$ cat config.mk
export PLATFORM = sky130hd
export DESIGN_NAME = fct_plane_gen
export DESIGN_NICKNAME = d
export VERILOG_FILES = /design/src/sv/fct_pkg.sv /design/src/sv/fct_plane_gen.sv
export SDC_FILE = /design/constraint.sdc
export NUM_CORES = 2
export LEC_CHECK = 0
export ABC_AREA = 1
export ABC_CLOCK_PERIOD_IN_PS = 16000
export BUFFER_PORTS_ARGS = -buffer_cell sky130_fd_sc_hd__buf_2
export CORE_ASPECT_RATIO = 1.2
export CORE_MARGIN = 2
export CORE_UTILIZATION = 38
export CTS_CLUSTER_DIAMETER = 40
export DETAILED_ROUTE_END_ITERATION = 10
export SETUP_SLACK_MARGIN = 0.4
export SYNTH_ARGS = -nofsm -noshare
export SYNTH_HDL_FRONTEND = slang
export SYNTH_SLANG_ARGS = --single-unit
$ cat constraint.sdc
create_clock -name clk -period 16 [get_ports clk]
set_input_delay 0.8 -clock clk [delete_from_list [all_inputs] [get_ports clk]]
set_output_delay 0.8 -clock clk [all_outputs]
set_load 0.02 [all_outputs]
$ cat src/sv/fct_pkg.sv
// Shared types, widths and helpers for the frustum cull test block.
// Used by every module of the block; depends on nothing.
`default_nettype none

package fct_pkg;

    // Fixed field geometry
    localparam int COORD_WIDTH    = 16;
    localparam int NUM_PLANES_DEF = 6;
    localparam int FRAC_BITS_DEF  = 8;
    localparam int NRM_W          = 14;   // plane normal entry, Q1.12
    localparam int DOFS_W         = 22;   // plane offset, Q16.5
    localparam int COMP_W         = COORD_WIDTH + 1;
    localparam int CORNER_W       = 2 * COORD_WIDTH + 4;
    localparam int DIST_W         = 64;
    localparam int PLANE_IDX_W    = 3;

    typedef logic signed [COORD_WIDTH-1:0] coord_t;
    typedef logic signed [CORNER_W-1:0]    corner_t;
    typedef logic signed [COMP_W-1:0]      comp_t;

    typedef enum logic [1:0] {
        REQ_POINT  = 2'd0,
        REQ_SPHERE = 2'd1,
        REQ_BOX    = 2'd2,
        REQ_RSVD   = 2'd3
    } req_t;

    // One item travelling down the cell chain
    typedef struct packed {
        logic                    valid;
        req_t                    req;
        coord_t [2:0]            pos;
        coord_t                  rad;
        corner_t [7:0][2:0]      corner;
        logic                    vis;
    } beat_t;

    // Plane cache write from the derivation unit
    typedef struct packed {
        logic                   en;
        logic [PLANE_IDX_W-1:0] idx;
        logic [63:0]            data;
    } plane_wr_t;

    typedef enum logic [2:0] {
        PG_IDLE,
        PG_LOAD,
        PG_SQUARE,
        PG_ROOT,
        PG_DIVIDE,
        PG_STORE
    } pg_state_t;

    // Signed entry i of a packed word
    function automatic coord_t elem(input logic [63:0] v, input int unsigned i);
        elem = coord_t'(v[i*COORD_WIDTH +: COORD_WIDTH]);
    endfunction

endpackage

`default_nettype wire

$ cat src/sv/fct_plane_gen.sv
// Plane derivation sequencer: extracts, normalizes and writes the clip planes.
// Bit-serial square root and restoring divider. Depends on fct_pkg.
`default_nettype none

module fct_plane_gen #(
    parameter int NUM_PLANES = fct_pkg::NUM_PLANES_DEF,
    parameter int FRAC_BITS  = fct_pkg::FRAC_BITS_DEF
) (
    input  wire logic        clk,
    input  wire logic        rst_n,
    input  wire logic        kick,
    input  wire logic [63:0] col0,
    input  wire logic [63:0] col1,
    input  wire logic [63:0] col2,
    input  wire logic [63:0] col3,
    output logic             busy,
    output fct_pkg::plane_wr_t wr
);

    localparam int PW     = (NUM_PLANES > 1) ? $clog2(NUM_PLANES) : 1;
    localparam int SUM_W  = 34;
    localparam int RAD_W  = SUM_W + 16;
    localparam int LEN_W  = RAD_W / 2;
    localparam int REM_W  = LEN_W + 2;
    localparam int NUM_W  = 38;
    localparam int CNT_W  = 6;
    localparam int RSH    = (FRAC_BITS >= 5) ? FRAC_BITS - 5 : 0;
    localparam int LSH    = (FRAC_BITS < 5) ? 5 - FRAC_BITS : 0;
    localparam int NW     = fct_pkg::NRM_W;
    localparam int DW     = fct_pkg::DOFS_W;

    fct_pkg::pg_state_t state_reg, state_next;
    logic [PW-1:0]      p_reg, p_next;
    fct_pkg::comp_t     comp_reg [4];
    fct_pkg::comp_t     comp_next [4];
    logic [SUM_W-1:0]   sum_reg, sum_next;
    logic [CNT_W-1:0]   cnt_reg, cnt_next;
    logic [RAD_W-1:0]   rad_reg, rad_next;
    logic [LEN_W-1:0]   root_reg, root_next;
    logic [REM_W-1:0]   rem_reg, rem_next;
    logic [1:0]         dsel_reg, dsel_next;
    logic [NUM_W-1:0]   quo_reg, quo_next;
    logic [LEN_W-1:0]   drem_reg, drem_next;
    logic [NW-1:0]      n_reg [3];
    logic [NW-1:0]      n_next [3];
    logic [DW-1:0]      d_reg, d_next;

    logic [63:0]                 cols [4];
    int unsigned                 row_sel;
    fct_pkg::coord_t             top_e, oth_e;
    logic signed [2*fct_pkg::COMP_W-1:0] sq;
    logic [REM_W+1:0]            rem_t;
    logic [REM_W-1:0]            trial;
    logic [LEN_W:0]              dt;
    logic                        dge;
    fct_pkg::comp_t              csel;
    logic [NUM_W-1:0]            q;
    logic signed [DW+1:0]        dz;

    assign cols[0] = col0;
    assign cols[1] = col1;
    assign cols[2] = col2;
    assign cols[3] = col3;

    // Rounded dividend: |c| scaled, plus half the divisor
    function automatic logic [NUM_W-1:0] div_num(input fct_pkg::comp_t c, input logic is_d,
                                                 input logic [LEN_W-1:0] l);
        logic [fct_pkg::COMP_W-1:0] m;
        m = c[fct_pkg::COMP_W-1] ? fct_pkg::COMP_W'(-c) : fct_pkg::COMP_W'(c);
        div_num = (NUM_W'(m) << (is_d ? 13 : 20)) + NUM_W'(l >> 1);
    endfunction

    always_ff @(posedge clk or negedge rst_n)
    begin
        if (!rst_n)
        begin
            state_reg <= fct_pkg::PG_LOAD;
            p_reg     <= '0;
        end
        else
        begin
            state_reg <= state_next;
            p_reg     <= p_next;
        end
    end

    always_ff @(posedge clk)
    begin
        comp_reg <= comp_next;
        sum_reg  <= sum_next;
        cnt_reg  <= cnt_next;
        rad_reg  <= rad_next;
        root_reg <= root_next;
        rem_reg  <= rem_next;
        dsel_reg <= dsel_next;
        quo_reg  <= quo_next;
        drem_reg <= drem_next;
        n_reg    <= n_next;
        d_reg    <= d_next;
    end

    // Next state and datapath
    always_comb
    begin
        state_next = state_reg;
        p_next     = p_reg;
        comp_next  = comp_reg;
        sum_next   = sum_reg;
        cnt_next   = cnt_reg;
        rad_next   = rad_reg;
        root_next  = root_reg;
        rem_next   = rem_reg;
        dsel_next  = dsel_reg;
        quo_next   = quo_reg;
        drem_next  = drem_reg;
        n_next     = n_reg;
        d_next     = d_reg;
        wr.en      = 1'b0;
        wr.idx     = fct_pkg::PLANE_IDX_W'(p_reg);
        wr.data    = {d_reg, n_reg[2], n_reg[1], n_reg[0]};

        row_sel = 32'(p_reg) >> 1;
        sq      = comp_reg[cnt_reg[1:0]] * comp_reg[cnt_reg[1:0]];
        rem_t   = {rem_reg, rad_reg[RAD_W-1 -: 2]};
        trial   = {root_reg, 2'b01};
        dt      = {drem_reg, quo_reg[NUM_W-1]};
        dge     = dt >= {1'b0, root_reg};
        csel    = comp_reg[dsel_reg];
        q       = {quo_reg[NUM_W-2:0], dge};
        dz      = ((DW+2)'(comp_reg[3]) >>> RSH) <<< LSH;
        top_e   = '0;
        oth_e   = '0;

        case (state_reg)
            fct_pkg::PG_IDLE:
            begin
            end
            // Row 3 plus or minus the selected row
            fct_pkg::PG_LOAD:
            begin
                for (int c = 0; c < 4; c++)
                begin
                    top_e = fct_pkg::elem(cols[c], 3);
                    oth_e = fct_pkg::elem(cols[c], row_sel);
                    comp_next[c] = p_reg[0]
                        ? fct_pkg::comp_t'(top_e) - fct_pkg::comp_t'(oth_e)
                        : fct_pkg::comp_t'(top_e) + fct_pkg::comp_t'(oth_e);
                end
                sum_next   = '0;
                cnt_next   = '0;
                state_next = fct_pkg::PG_SQUARE;
            end
            // One square per cycle
            fct_pkg::PG_SQUARE:
            begin
                sum_next = sum_reg + SUM_W'(unsigned'(sq));
                cnt_next = cnt_reg + 1'b1;
                if (cnt_reg == CNT_W'(2))
                begin
                    cnt_next = '0;
                    if (sum_next == '0)
                    begin
                        // Zero-length normal: keep plane, offset to Q16.5
                        n_next[0]  = '0;
                        n_next[1]  = '0;
                        n_next[2]  = '0;
                        d_next     = DW'(dz);
                        state_next = fct_pkg::PG_STORE;
                    end
                    else
                    begin
                        rad_next   = RAD_W'(sum_next) << 16;
                        root_next  = '0;
                        rem_next   = '0;
                        state_next = fct_pkg::PG_ROOT;
                    end
                end
            end
            // Integer square root, one result bit a cycle
            fct_pkg::PG_ROOT:
            begin
                if (rem_t >= (REM_W+2)'(trial))
                begin
                    rem_next  = REM_W'(rem_t - (REM_W+2)'(trial));
                    root_next = {root_reg[LEN_W-2:0], 1'b1};
                end
                else
                begin
                    rem_next  = REM_W'(rem_t);
                    root_next = {root_reg[LEN_W-2:0], 1'b0};
                end
                rad_next = rad_reg << 2;
                cnt_next = cnt_reg + 1'b1;
                if (cnt_reg == CNT_W'(LEN_W - 1))
                begin
                    cnt_next   = '0;
                    dsel_next  = '0;
                    drem_next  = '0;
                    quo_next   = div_num(comp_reg[0], 1'b0, root_next);
                    state_next = fct_pkg::PG_DIVIDE;
                end
            end
            // Restoring division, one quotient bit a cycle
            fct_pkg::PG_DIVIDE:
            begin
                drem_next = dge ? LEN_W'(dt - {1'b0, root_reg}) : LEN_W'(dt);
                quo_next  = q;
                cnt_next  = cnt_reg + 1'b1;
                if (cnt_reg == CNT_W'(NUM_W - 1))
                begin
                    cnt_next = '0;
                    if (dsel_reg == 2'd3)
                    begin
                        if (csel[fct_pkg::COMP_W-1])
                            d_next = (q > NUM_W'(1 << (DW-1))) ? DW'(1 << (DW-1)) : DW'(-q);
                        else
                            d_next = (q > NUM_W'((1 << (DW-1)) - 1))
                                   ? DW'((1 << (DW-1)) - 1) : DW'(q);
                        state_next = fct_pkg::PG_STORE;
                    end
                    else
                    begin
                        if (csel[fct_pkg::COMP_W-1])
                            n_next[dsel_reg] = (q > NUM_W'(8192)) ? NW'(-8192) : NW'(-q);
                        else
                            n_next[dsel_reg] = (q > NUM_W'(8191)) ? NW'(8191) : NW'(q);
                        dsel_next = dsel_reg + 1'b1;
                        drem_next = '0;
                        quo_next  = div_num(comp_reg[dsel_reg + 2'd1], dsel_reg == 2'd2,
                                            root_reg);
                    end
                end
            end
            fct_pkg::PG_STORE:
            begin
                wr.en = 1'b1;
                if (p_reg == PW'(NUM_PLANES - 1))
                begin
                    state_next = fct_pkg::PG_IDLE;
                end
                else
                begin
                    p_next     = p_reg + 1'b1;
                    state_next = fct_pkg::PG_LOAD;
                end
            end
            default:
            begin
                state_next = fct_pkg::PG_IDLE;
            end
        endcase

        // A register write restarts derivation from the first plane
        if (kick)
        begin
            p_next     = '0;
            state_next = fct_pkg::PG_LOAD;
        end
    end

    assign busy = state_reg != fct_pkg::PG_IDLE;

endmodule

`default_nettype wire
Word level (Yosys, flattened, before mapping)
Cells that the tools add are included.

operators by class
  reduce and logical (&&, ||, !) cells = 17
  shift operators = 5
  equal/unequal tests = 24
  order comparisons = 10
  multiply operators = 1
  bitwise operators = 3
  mux-type cells = 78
  $add $sub $neg = 19

operators with widths
  operator                                               count
  indexed part select 64 x 7 -> 16 bit                   4
  2-to-1 mux 42 bit                                      5
  2-to-1 mux 17 bit                                      12
  2-to-1 mux 25 bit                                      7
  2-to-1 mux 22 bit                                      7
  2-to-1 mux 38 bit                                      3
  binary-select mux 17 bit (select 2 bit)                3
  2-to-1 mux 50 bit                                      2
  one-hot mux 25 bit (2 select lines)                    2
  one-hot mux 50 bit (2 select lines)                    1
  bitwise mux 42 bit                                     2
  one-hot mux 42 bit (2 select lines)                    1
  2-to-1 mux 27 bit                                      3
  one-hot mux 38 bit (2 select lines)                    1
  adder 16 x 16 -> 17 bit                                4
  one-hot mux 34 bit (2 select lines)                    1
  subtractor 16 x 16 -> 17 bit                           4
  one-hot mux 27 bit (2 select lines)                    1
  one-hot mux 22 bit (2 select lines)                    1
  2-to-1 mux 14 bit                                      3
  adder 37 x 24 -> 38 bit                                1
  adder 38 x 24 -> 38 bit                                1
  > comparator 38 x 13 -> 1 bit (second input constant)  1
  > comparator 38 x 14 -> 1 bit (second input constant)  1
  other kinds (45)                                       86

word-level totals
  input bits = 259
  flip-flop bits (word level) = 345
  word-level logic and storage cells = 175

Depth between registers and ports, before layout
  depth in word-level cells = 12
  depth in mapped cells = 40
  depth with buffers taken out = 38

Worst setup path before layout
OpenSTA, ideal clock, no wires.

  path type = reg2reg
  start = reg cnt_reg[0]
  end = reg rad_reg[16] (enable)
  cell stages (with the launch flop) = 35
  slack = 1.571 ns
  data arrival time = 13.768 ns
  path buffers = 2
  period minus slack after synthesis = 14.429 ns
  cell sequence = edfxtp_1 buf_2 clkinv_1 nand2_1 a32oi_1 clkinv_1 clkbuf_1 nor2_1 inv_1 fa_1 fa_1 inv_1 ha_1 inv_1 fa_1 inv_1 fa_1 inv_1 fa_1 inv_1 ha_1 nand2_1 nor2_1 inv_1 nor3_1 nand3_1 nand4_1 nand2_1 nand2_1 nor2_1 nand2_1 nor2_1 nand3_1 nand2_1 a21boi_0

on the way
  word-level cells in the longest chain between the ends = 9

ends and longest elaborated chain
  item                                                  line                  RTL
  from (decl)                                           fct_plane_gen.sv:37   logic [CNT_W-1:0] cnt_reg, cnt_next;
  from (signal assigned)                                fct_plane_gen.sv:91   cnt_reg <= cnt_next;
  inverter 2 -> 3 bit (implied by the code)             fct_plane_gen.sv:123  sq = comp_reg[cnt_reg[1:0]] * comp_reg[cnt_reg[1:0]];
  binary-select mux 17 bit (select 2 bit)               fct_plane_gen.sv:123
  2-to-1 mux 17 bit (implied by the code) (2 in a row)  fct_plane_gen.sv:123
  multiplier 17 x 17 -> 34 bit                          fct_plane_gen.sv:123
  adder 34 bit                                          fct_plane_gen.sv:156  sum_next = sum_reg + SUM_W'(unsigned'(sq));
  logical NOT 34 bit                                    fct_plane_gen.sv:161  if (sum_next == '0)
  inequality test 2 bit (no source line)                n/a
  AND reduction 3 bit (no source line) (*)              n/a
  to (signal assigned)                                  fct_plane_gen.sv:92   rad_reg <= rad_next;
  to (decl)                                             fct_plane_gen.sv:38   logic [RAD_W-1:0] rad_reg, rad_next;

Every way passes the cells marked *; elsewhere a longest branch is shown, timed or not. The select of a mux whose other input is x is not followed.
A chain may end at the register's enable or synchronous reset.

Worst setup path after layout
  start = reg cnt_reg[1]
  end = reg rad_reg[44] (enable)

The elaborated chain is that of the path after synthesis.

==> impl_summary.txt <==
----------------------------------------------------
[GRT]
  Overflow left after global routing ... 0
  Antenna violations before repair ... 4
  Largest net degree at the start of global routing ... 97
  Aggregate global-route resource usage ... 23.6%
  Global-route wire length before repair ... 194000 um
  Vias in the first global route ... 34912

[Setup path]
  Start-to-end type of the worst setup path ... reg -> reg
  Startpoint kind of the worst setup timing path ... flop
  Highest-delay cell along the critical path ... buf_4
  Reg2Reg Launch Point ... cnt_reg[1]
  CP endpoint kind ... flop
  R2R setup slack ... 5180 ps
  Worst setup path start ... cnt_reg[1]
  Worst Path Arrival ... 11060 ps
  Worst path required time ... 16240 ps
  Crit-path max FO ... 65
  Slowest Stage Delay on Critical Path ... 800 ps

[Clocking]
  Number of cells upsized or downsized after cts ... 0
  Clock-pin transition on the worst setup and hold timing paths ... 50 ps
  Sink count of the clock tree ... 329
  Number of buffers created by CTS ... 60
  Buffers from clock root to sink, at most ... 3
  CTS tree ... done
  Root buf cell ... clkbuf_16
  Clk Latency, worst-skew pair ... 690 ps
  H-tree level count ... 2

[STA]
  Min cycle time layout ... 10820 ps
  Final setup vio count ... 0
  Final Hold Fails ... 0
  Max Slew Vio Count ... 0
  RSZ-0062 raised after global routing ... false
  Fin crit share ... 67.6%
  Setup total negative slack ... 0 ps
  Rel. slew slack ... 10.8%
  Achievable Freq ... 92.4 MHz
  Setup Skew ... 88.8 ps
  Pin slew with the least headroom to its limit ... 1330 ps

[Synth]
  Cell Area, Synth ... 38900 um2
  Mapped Avg Cell Area ... 7.81 um2
  Flip-flop and latch count after synthesis ... 329
  Most frequently used flop master after synthesis ... edfxtp_1
  Number of distinct library cells after synthesis ... 70
  Proportion of register bits with asynchronous set or reset after synthesis ... 1.82%
  Total of warnings raised by yosys ... 0
  Sequential fraction of the synthesis area ... 25.3%
  Number of flops mapped to enable cells by yosys ... 323
  Synth Instances ... 4979

[Cells and area]
  Multi-input logic area ... 25000 um2
  Final layout net count ... 6111
  Layout cells sized above 1 ... 10.7%
  Number of fillers in the final layout ... 10474
  Layout-stage area growth over the synthesis result ... 13.1%
  Combined flip-flop and latch cell area ... 9850 um2
  Number of flip-flops under the largest register name ... 68

[Placement]
  # port buffers ... 327
  HPWL reported at the end of detailed placement ... 99400 um
  Routability Congestion ... 0.976

[Floorplanning]
  Core Area ... 102000 um2
  Initial core utilization ... 38.3%
  Number of primary I/O pins ... 328
  Horizontal die dimension ... 296 um
  Y dimension of the die ... 354 um
  Std-Cell Rows ... 128
  DIE AREA ... 105000 um2

[Outcome]
  Outcome ... finished clean

[Hold path]
  Path type of the worst min-delay path ... in -> reg
  Worst min-delay path startpoint ... kick

[Detailed routing]
  Initial detailed-routing violation count ... 2647
  Aggregate routed wire length ... 123000 um
  Number of vias per cell after detailed routing ... 5.19
  Initial DRT Pass Iterations ... 6
  Drt wl/cell ... 18.5 um
  Number of vias after detailed routing ... 34663
  Detail Route Antenna Nets ... 0
  DRC errors left ... 0

[Run]
  Number of max-capacitance violations reported ... 0

----------------------------------------------------
==> routing by layer <==
layer | global-route usage, % | vias to the layer above | wire (um)
met5 | 0 | - | 21
met4 | 7.15 | 4 | 3700
met3 | 2.52 | 193 | 6320
met2 | 41.2 | 1000 | 60900
met1 | 30.6 | 16666 | 52300
li1 | - | 16800 | -
==> cell usage after synthesis, drive strengths merged, types with 33 or more instances <==
master | instances | area, um2
edfxtp | 323 | 9700
nor2 | 519 | 2010
nand3 | 247 | 1260
nor3 | 33 | 170
a21oi | 373 | 1870
o21ai | 318 | 1610
nand2 | 976 | 3730
xnor2 | 93 | 815
a22oi | 37 | 278
fa | 318 | 6370
inv | 872 | 3280
nand4 | 49 | 313
ha | 268 | 3350
clkbuf | 79 | 297
xor2 | 134 | 1170
buf | 77 | 480
==> worst max-delay path: cells and delay by family (launching register included) <==
family	cells	cell delay, ps
AND/OR/NAND/NOR	9	1340
AO/OA/AOI/OAI	3	1660
adder cells (fa/ha/maj)	7	4010
flip-flops	1	390
buffers and inverters	11	2830
==> cell usage in the layout, fill, tap and decap left out, drive strengths merged, types with 49 or more instances in the layout <==
cell | synthesis | routed
nand2 | 976 | 976
inv | 872 | 887
nor2 | 519 | 519
a21oi | 373 | 373
buf | 77 | 371
edfxtp | 323 | 323
fa | 318 | 318
o21ai | 318 | 318
ha | 268 | 268
nand3 | 247 | 247
xor2 | 134 | 134
xnor2 | 93 | 93
clkbuf | 79 | 62
nand4 | 49 | 49
==> worst paths after layout <==
check,to,depth (start not counted)
min in group asynchronous,p_reg[2],2
hold reg to reg,rad_reg[34],2
max in group asynchronous,state_reg[0],2
hold / removal,p_reg[1],2
setup / recovery,rad_reg[44],30
setup reg to reg,rad_reg[44],30
==> cells by family (layout without fill, tap and decap cells) <==
logic type,Yosys count,count (layout),share of synthesized area (%)
xor+xnor,228,228,5.18
other cells,1,11,0.00965
buf+inv,1037,1365,10.5
flops,329,329,25.3
simple gates,1863,1863,19.9
compound gates,935,935,14.0
fa+ha+maj,586,586,25.0
==> cell type report <==
class                      count  share of cell area, %
timing repair buffer         372                   4.50
antenna                        1                0.00569
clock buffer                  62                   3.43
clock inverter                50                   1.28
multi-input combinational   3622                   56.9
sequential                   329                   22.4
inverter                     881                   7.54
tap                         1365                   3.89
==> repair_timing <==
action,4_1_cts,5_1_grt
hold buffers,1,0
hold endpoints to repair,5,0
buffers inserted,0,0
==> stage by stage <==
| stage | std cells | hold slack [ps] | setup WS, ps | util, % | instance area (um2) |
|---|---|---|---|---|---|
| after CTS | 6681 | 372 | 5220 | 43.3 | 43900 |
| after floorplan | 4988 | 500 | 1570 | - | 38900 |
| after global placement | 6568 | 505 | 5560 | 41.2 | 41900 |
| final | 6682 | 410 | 5180 | 43.3 | 43900 |
| after global routing | 6681 | 393 | 4320 | 43.3 | 43900 |
| after detailed placement | 6568 | 523 | 5330 | 41.2 | 41900 |
Power is not shown: default switching activity piles up to over one toggle a cycle in this logic, so the estimate is an artifact.
